--- config.mk ---
export PLATFORM = sky130hd
export DESIGN_NAME = acs_in_stage
export DESIGN_NICKNAME = d
export VERILOG_FILES = /design/src/acs_pkg.sv /design/src/acs_in_stage.sv
export SDC_FILE = /design/constraint.sdc
export NUM_CORES = 1
export LEC_CHECK = 0
export ABC_AREA = 1
export BUFFER_PORTS_ARGS = -buffer_cell sky130_fd_sc_hd__buf_2
export CAP_MARGIN = 5
export CORE_MARGIN = 4
export CORE_UTILIZATION = 40
export DETAILED_ROUTE_END_ITERATION = 10
export PLACE_DENSITY = 0.84
export SLEW_MARGIN = 20
export SYNTH_ARGS = -nofsm -noshare
export SYNTH_HDL_FRONTEND = slang
export SYNTH_SLANG_ARGS = --single-unit
--- constraint.sdc ---
create_clock -name clk -period 20.5 [get_ports clk]
set_input_delay 4.1 -clock clk [delete_from_list [all_inputs] [get_ports clk]]
set_output_delay 4.1 -clock clk [all_outputs]
set_load 0.01 [all_outputs]
--- src/acs_pkg.sv ---
package acs_pkg;

  // Number format and counter sizes
  localparam int VALUE_WIDTH       = 32;
  localparam int FRACTION_BITS     = 16;
  localparam int ROUND_COUNT_WIDTH = 20;

  // Step is a non-negative value, one bit narrower than a signed value
  localparam int STEP_WIDTH = VALUE_WIDTH - 1;
  localparam int CFG_WIDTH  = (STEP_WIDTH > ROUND_COUNT_WIDTH) ? STEP_WIDTH
                                                               : ROUND_COUNT_WIDTH;
  localparam int CFG_INDEX_W = 2;

  // Stream word sizes, padded to whole bytes
  localparam int IN_DATA_BITS  = 3 * VALUE_WIDTH;
  localparam int IN_DATA_W     = ((IN_DATA_BITS + 7) / 8) * 8;
  localparam int CAUSE_LSB     = 3 * VALUE_WIDTH + ROUND_COUNT_WIDTH;
  localparam int OUT_DATA_BITS = CAUSE_LSB + 2;
  localparam int OUT_DATA_W    = ((OUT_DATA_BITS + 7) / 8) * 8;

  localparam logic signed [VALUE_WIDTH-1:0] VALUE_MAX = {1'b0, {(VALUE_WIDTH-1){1'b1}}};
  localparam logic signed [VALUE_WIDTH-1:0] VALUE_MIN = {1'b1, {(VALUE_WIDTH-1){1'b0}}};

  // Reset values of the registers: initial step is 0.01 in fixed point
  localparam logic [STEP_WIDTH-1:0] INIT_STEP_RESET =
    STEP_WIDTH'((64'd1 << FRACTION_BITS) / 64'd100);
  localparam logic [STEP_WIDTH-1:0] MIN_STEP_RESET  = STEP_WIDTH'(1);
  localparam logic [STEP_WIDTH-1:0] TOLERANCE_RESET = STEP_WIDTH'(1);
  localparam logic [ROUND_COUNT_WIDTH-1:0] LIMIT_RESET = ROUND_COUNT_WIDTH'(500000);

  // Reciprocal of ten: floor(s * STEP_RECIP >> (STEP_WIDTH+4)) == s / 10
  localparam logic [STEP_WIDTH+4:0] RECIP_POW  = {1'b1, {(STEP_WIDTH+4){1'b0}}};
  localparam logic [STEP_WIDTH+4:0] RECIP_FULL =
    (RECIP_POW + (STEP_WIDTH+5)'(9)) / (STEP_WIDTH+5)'(10);
  localparam logic [STEP_WIDTH:0] STEP_RECIP = RECIP_FULL[STEP_WIDTH:0];

  typedef enum logic [CFG_INDEX_W-1:0] {
    REG_INITIAL_STEP    = 2'd0,
    REG_MINIMUM_STEP    = 2'd1,
    REG_VALUE_TOLERANCE = 2'd2,
    REG_ITERATION_LIMIT = 2'd3
  } cfg_reg_t;

  typedef enum logic {
    ACT_START = 1'b0,
    ACT_REPLY = 1'b1
  } action_t;

  typedef enum logic [1:0] {
    KIND_EVAL    = 2'd0,
    KIND_DONE    = 2'd1,
    KIND_IGNORED = 2'd2
  } kind_t;

  typedef enum logic [1:0] {
    CAUSE_RUN         = 2'd0,
    CAUSE_MIN_STEP    = 2'd1,
    CAUSE_TOLERANCE   = 2'd2,
    CAUSE_ROUND_LIMIT = 2'd3
  } cause_t;

  typedef struct packed {
    logic [STEP_WIDTH-1:0]        start_step;
    logic [STEP_WIDTH-1:0]        minimum_step;
    logic [STEP_WIDTH-1:0]        value_tolerance;
    logic [ROUND_COUNT_WIDTH-1:0] iteration_limit;
  } cfg_t;

  typedef struct packed {
    action_t                        action;
    logic signed [VALUE_WIDTH-1:0]  start_x;
    logic signed [VALUE_WIDTH-1:0]  start_y;
    logic signed [VALUE_WIDTH-1:0]  objective_value;
  } in_item_t;

  typedef struct packed {
    kind_t                          result_kind;
    logic signed [VALUE_WIDTH-1:0]  point_x;
    logic signed [VALUE_WIDTH-1:0]  point_y;
    logic signed [VALUE_WIDTH-1:0]  best_value;
    logic [ROUND_COUNT_WIDTH-1:0]   rounds_done;
    cause_t                         stop_cause;
  } out_item_t;

endpackage

--- src/acs_in_stage.sv ---
// Input register: holds one accepted word until the core takes it
module acs_in_stage (
  input  logic                          clk,
  input  logic                          rst_n,
  input  logic                          in_tvalid,
  output logic                          in_tready,
  input  logic [acs_pkg::IN_DATA_W-1:0] in_tdata,
  input  logic                          in_tuser,
  input  logic                          take,
  output logic                          item_valid,
  output acs_pkg::in_item_t             item
);

  logic              valid_r, valid_nxt;
  acs_pkg::in_item_t item_r, item_nxt;
  logic              accept;

  assign in_tready = !valid_r || take;
  assign accept    = in_tvalid && in_tready;

  // Unpack the word, first field in the lowest bits
  always_comb begin
    item_nxt = item_r;
    if (accept) begin
      item_nxt.action          = acs_pkg::action_t'(in_tuser);
      item_nxt.start_x         = in_tdata[acs_pkg::VALUE_WIDTH-1:0];
      item_nxt.start_y         = in_tdata[2*acs_pkg::VALUE_WIDTH-1:acs_pkg::VALUE_WIDTH];
      item_nxt.objective_value =
        in_tdata[3*acs_pkg::VALUE_WIDTH-1:2*acs_pkg::VALUE_WIDTH];
    end
    valid_nxt = accept ? 1'b1 : (take ? 1'b0 : valid_r);
  end

  always_ff @(posedge clk) begin
    if (!rst_n) begin
      valid_r <= 1'b0;
    end else begin
      valid_r <= valid_nxt;
    end
    item_r <= item_nxt;
  end

  assign item_valid = valid_r;
  assign item       = item_r;

endmodule

==> results.py, run 1 <==
metrics = {
    "timing": {
        "worst_slew_pin_slew_ps": 596,
        "achievable-frequency_ghz": 0.116,
        "report.final.hold_viol_count": 0,
        "slew-limit-headroom_pct": 60.3,
        "final.period_utilization_pct": 41.9,
        "final_period_minus_worst_setup_slack_ps": 8590,
        "rsz0062_at_grt": "no",
        "total_neg_setup_slack_ps": 0,
        "worst_clock_skew_ps": 5.32,
        "final_max_slew_viol_count": 0,
        "final.hold.worst_slack_ps": 534,
        "setup_violation_total_in_the_final_timing_report": 0,
        "smallest_setup_slack_after_layout_ps": 11910,
    },
    "worst_setup_path": {
        "setup.worst_path.start": "take",
        "worst-endpoint-arrival_ps": 4490,
        "cp_data_required_time_ps": 16400,
        "critPathMaxFanout": 2,
        "regToRegStartpoint": "item_valid",
        "cp-start-kind": "input port",
        "worstReg2RegEnd": "item[10]",
        "timing.critical_path.to": "in_tready",
        "criticalPathCategory": "in -> out",
        "ff2ff_path_depth": 2,
        "end_kind": "primary output",
        "ff2ff_setup_slack_ps": 19080,
    },
    "route": {
        "detail_route.drc_violations": 0,
        "met3_length_um": 752,
        "drt_iter0_markers": 51,
        "drt_pre_antenna_iters": 4,
        "detail_route.wirelength_um": 6750,
        "post_drt_wl_per_cell_um": 16.1,
        "antenna_left": 0,
        "avgViaCountPerCell": 4.26,
        "routedLengthMet1_um": 2280,
        "vias": 1791,
        "detail_route_met2_wl_um": 3610,
        "maxUsedRoutingLayer": "met5",
    },
    "die": {
        "initial_core_util_pct": 41.1,
        "rows": 31,
        "floorplan.io_pins": 200,
        "die_w_um": 94.1,
        "design.die.area_sq_um": 8850,
        "core_sq_um": 7210,
        "die_h_um": 94.1,
    },
    "placed_design": {
        "gp_congestion": 0.706,
        "post-place-ws_ps": 11910,
        "port-buffer-count": 199,
        "place_hpwl_um": 5340,
    },
    "clock_network": {
        "cts_tree": "done",
        "cts.root.buffer_cell": "clkbuf_8",
        "hold_bufs_at_cts": 0,
        "cts-htree-levels": 3,
        "clk_latency_ps": 340,
        "cts.repair_timing.setup_buffer_count": 0,
        "cts.path.max_buffers": 2,
        "cts-buffers-inserted": 9,
        "number_of_cells_upsized_or_downsized_after_cts": 0,
        "clkSlewWorstSetupHoldPaths_ps": 80,
        "cts.sinks": 98,
    },
    "global_route": {
        "grt_overflow_total": 0,
        "vias_in_the_first_global_route": 1896,
        "grt_antenna_before_repair": 1,
        "grt_pass1_wl_um": 9540,
        "grt_start_max_net_pins": 50,
        "grtUsageTotal_pct": 15.1,
    },
    "power": {
        "pwr_density_cell_nw_per_um2": 87.2,
        "total_leakage_power_nw": 1.83,
        "vdd_ir_drop_max_uv": 53.7,
        "power_w": 0.000372,
    },
    "synth": {
        "syn-cell-area_sq_um": 2960,
        "synth_edf_count": 97,
        "yosys_reg_bits": 98,
        "synthArstFlopShare_pct": 0,
        "postSynthNetCount": 205,
        "synthesis.instances": 104,
        "synth_seq_area_share_pct": 98.9,
        "ys_warn_count": 0,
        "postSynthAreaPerCell_sq_um": 28.5,
        "yosys.cell_count.top_type": "edfxtp_1",
        "yosys_most_used_dff": "edfxtp_1",
        "post_synth_num_cell_types": 7,
        "post_synth_main_area_contributors": "edfxtp_1 (98%), dfxtp_1 (0.68%), a21oi_2 (0.30%)",
        "proportion_of_netlist_area_held_by_the_largest_area_contributor_pct": 98.3,
        "leading_post_synthesis_cells_by_instance_count": "edfxtp_1 (97), inv_1 (2)",
        "post-synth-top-area-cell": "edfxtp_1",
    },
    "flow_run": {
        "total_of_max_cap_violations": 0,
    },
    "status": {
        "outcome": "completed",
    },
    "min_path": {
        "hold_removal_path_class": "reg -> reg",
    },
    "cells_and_area": {
        "layout-drive-gt1-share_pct": 67.9,
        "layout.filler_cells": 588,
        "finalNetCount": 417,
        "area_delta_synth_final_pct": 44.2,
        "diodes": 0,
    },
}
-- sequential cells by signal (all words and copies together), names as in the netlist --
| name | cells |
|---|---|
| item | 97 |
| item_valid | 1 |
-- report_power, final --
group	internal [W]	switching (W)	total [W]
clock network	0.0000436	0.0000597	0.000103
logic	0.0000143	0.0000181	0.0000324
registers	0.000234	0.00000276	0.000237
-- worst min-delay path by stage --
stage,startpoint,endpoint,depth (start not counted)
2_1_floorplan,item_valid,item_valid,2
3_3_place_gp,item_valid,item_valid,2
3_5_place_dp,item_valid,item_valid,2
4_1_cts,item_valid,item_valid,2
5_1_grt,item_valid,item_valid,2
6_report,item_valid,item_valid,2
-- layer usage --
metal / up-vias / global-route usage (%)
met4: 2 / 6.86
met1: 832 / 15.1
met5: - / 0
li1: 836 / -
met3: 10 / 6.81
met2: 111 / 26.5
-- cells in the final DEF, fill, tap and decap left out --
master	n
a21oi_2	1
a21oi_4	1
buf_2	199
buf_4	2
clkbuf_1	2
clkbuf_8	9
clkinv_1	1
clkinv_2	1
clkinvlp_4	3
dfxtp_1	1
edfxtp_1	97
inv_1	2
inv_2	1
nand2_2	1
-- cell type report --
cell class	instances	area, sq um	share of cell area, %
inverter	3	11.3	0.264
clock buffer	11	131	3.07
clock inverter	5	31.3	0.732
tap	99	124	2.90
sequential	98	2930	68.6
multi-input combinational	3	31.3	0.732
timing repair buffer	201	1010	23.7
-- cells by family (layout without fill, tap and decap cells) --
kind of cell | after synthesis | in the layout | synth area share, %
AO/OA/AOI/OAI | 2 | 2 | 0.464
flip-flops | 98 | 98 | 98.9
buffers and inverters | 3 | 220 | 0.380
AND/OR/NAND/NOR | 1 | 1 | 0.211
-- metrics by stage --
| step | cell area (sq um) | utilization, % | std cells |
|---|---|---|---|
| final | 4270 | 59.2 | 420 |
| after global routing | 4270 | 59.2 | 420 |
| after CTS | 4270 | 59.2 | 420 |
| after detailed placement | 4110 | 57.0 | 404 |
| after global placement | 4110 | 57.0 | 404 |
| after floorplan | 2960 | - | 104 |
-- critical path, cell delays in order --
cell and delay [ps]:
buf_2 110, inv_2 80, nand2_2 60, buf_2 140
Power figures use the tool's default switching activity.
==> run 2: changes to the inputs <==
==> constraint.sdc (replaced) <==
create_clock -name clk -period 8.5 [get_ports clk]
set_input_delay 1.7 -clock clk [delete_from_list [all_inputs] [get_ports clk]]
set_output_delay 1.7 -clock clk [all_outputs]
set_load 0.01 [all_outputs]
==> results.py, run 2 (same netlist as run 1, synthesis figures left out) <==
metrics = {
    "power": {
        "power.share.combinational_pct": 8.3,
        "power_w": 0.000924,
        "pwr_density_cell_nw_per_um2": 215,
        "p_seq_share_pct": 61.8,
        "switching_share_pct": 20.7,
        "cellInternalPower_w": 0.000733,
        "vdd_ir_drop_max_uv": 150,
        "total_switching_power_w": 0.000192,
        "total_leakage_power_nw": 1.84,
        "clockPowerShare_pct": 29.9,
    },
    "cells_and_area": {
        "largest_reg_flops": 97,
        "final_core_util_pct": 59.5,
        "area_delta_synth_final_pct": 44.8,
        "most_common_cell_after_layout_fill_and_taps_aside": "buf_2",
        "layout.filler_cells": 574,
        "finalNetCount": 416,
        "layout-drive-gt1-share_pct": 67.8,
        "seq_area_sq_um": 2930,
        "diodes": 0,
        "multi_input_area_sq_um": 31.3,
        "mostFrequentLayoutCells": "buf_2 (199), edfxtp_1 (97), clkbuf_8 (9)",
    },
    "worst_setup_path": {
        "criticalPathCategory": "in -> out",
        "critPathMaxFanout": 2,
        "end_kind": "primary output",
        "cp_data_required_time_ps": 6800,
        "worst-endpoint-arrival_ps": 2090,
        "cp-start-kind": "input port",
    },
    "die": {
        "die_h_um": 94.1,
        "initial_core_util_pct": 41.1,
        "die_w_um": 94.1,
        "floorplan.io_pins": 200,
        "design.die.area_sq_um": 8850,
        "rows": 31,
        "core_sq_um": 7210,
    },
    "global_route": {
        "vias_in_the_first_global_route": 1922,
        "grtUsageTotal_pct": 14.6,
        "grt_pass1_wl_um": 9290,
        "grt_antenna_before_repair": 2,
        "grt_start_max_net_pins": 98,
        "grt_overflow_total": 0,
    },
    "clock_network": {
        "cts-htree-levels": 3,
        "cts.root.buffer_cell": "clkbuf_8",
        "cts_tree": "done",
        "clkSlewWorstSetupHoldPaths_ps": 80,
        "cts-buffers-inserted": 9,
        "clk_latency_ps": 340,
        "cts.sinks": 98,
        "hold_bufs_at_cts": 0,
        "cts.path.max_buffers": 2,
        "cts.repair_timing.setup_buffer_count": 0,
        "number_of_cells_upsized_or_downsized_after_cts": 0,
    },
    "timing": {
        "total_neg_setup_slack_ps": 0,
        "report.final.hold_viol_count": 0,
        "setup_violation_total_in_the_final_timing_report": 0,
        "final.period_utilization_pct": 44.6,
        "final_max_slew_viol_count": 0,
        "slew-limit-headroom_pct": 44.3,
        "worst_clock_skew_ps": 5.52,
        "achievable-frequency_ghz": 0.264,
        "final_period_minus_worst_setup_slack_ps": 3790,
        "rsz0062_at_grt": "no",
        "worst_slew_pin_slew_ps": 836,
    },
    "placed_design": {
        "gp_congestion": 0.703,
        "place_hpwl_um": 5160,
        "port-buffer-count": 199,
    },
    "route": {
        "vias": 1790,
        "post_drt_wl_per_cell_um": 15.8,
        "drt_pre_antenna_iters": 4,
        "antenna_left": 0,
        "drt_iter0_markers": 46,
        "detail_route.wirelength_um": 6640,
        "detail_route.drc_violations": 0,
        "avgViaCountPerCell": 4.27,
    },
    "status": {
        "outcome": "completed",
    },
    "min_path": {
        "hold_removal_path_class": "reg -> reg",
    },
    "flow_run": {
        "total_of_max_cap_violations": 0,
    },
}
[run 2: worst paths after layout]
check	from	endpoint	slack [ps]	depth (start not counted)
max	take	in_tready	4710	4
min	item_valid	item_valid	550	2
min reg2reg	item_valid	item_valid	550	2
max reg2reg	item_valid	item[96]	6890	2
[run 2: routing by layer]
| metal | global-route usage (%) | vias to the layer above | wire (um) |
|---|---|---|---|
| li1 | - | 833 | - |
| met1 | 13.8 | 834 | 2150 |
| met2 | 26.2 | 108 | 3530 |
| met3 | 7.29 | 11 | 837 |
| met4 | 6.50 | 4 | 83 |
| met5 | 0 | - | 27 |
[run 2: layout make-up]
class	instances	area share, %
clock buffer	10	2.97
sequential	98	68.3
inverter	3	0.262
tap	99	2.89
timing repair buffer	200	23.5
clock inverter	6	1.34
multi-input combinational	3	0.729
[run 2: critical path: stages]
cell	delay [ps]
buf_2	100
inv_2	80
nand2_2	70
buf_2	150
[run 2: power groups by stage]
stage,logic (W),registers [W],clock network (W)
3_3_place_gp,0.0000764,0.000582,0
6_report,0.0000771,0.000571,0.000276
4_1_cts,0.0000786,0.000572,0.000286
3_5_place_dp,0.0000786,0.000583,0
5_1_grt,0.0000836,0.000574,0.000310
2_1_floorplan,0.00000933,0.000603,0
[run 2: through the flow]
stage          area, sq um  hold slack [ps]  std cells  setup slack (ps)
6_report              4290              552        419              4710
5_1_grt               4290              583        419              4670
4_1_cts               4290              550        419              4710
3_5_place_dp          4100              533        403              4710
3_3_place_gp          4100              514        403              4730
2_1_floorplan         2960              545        104              1470
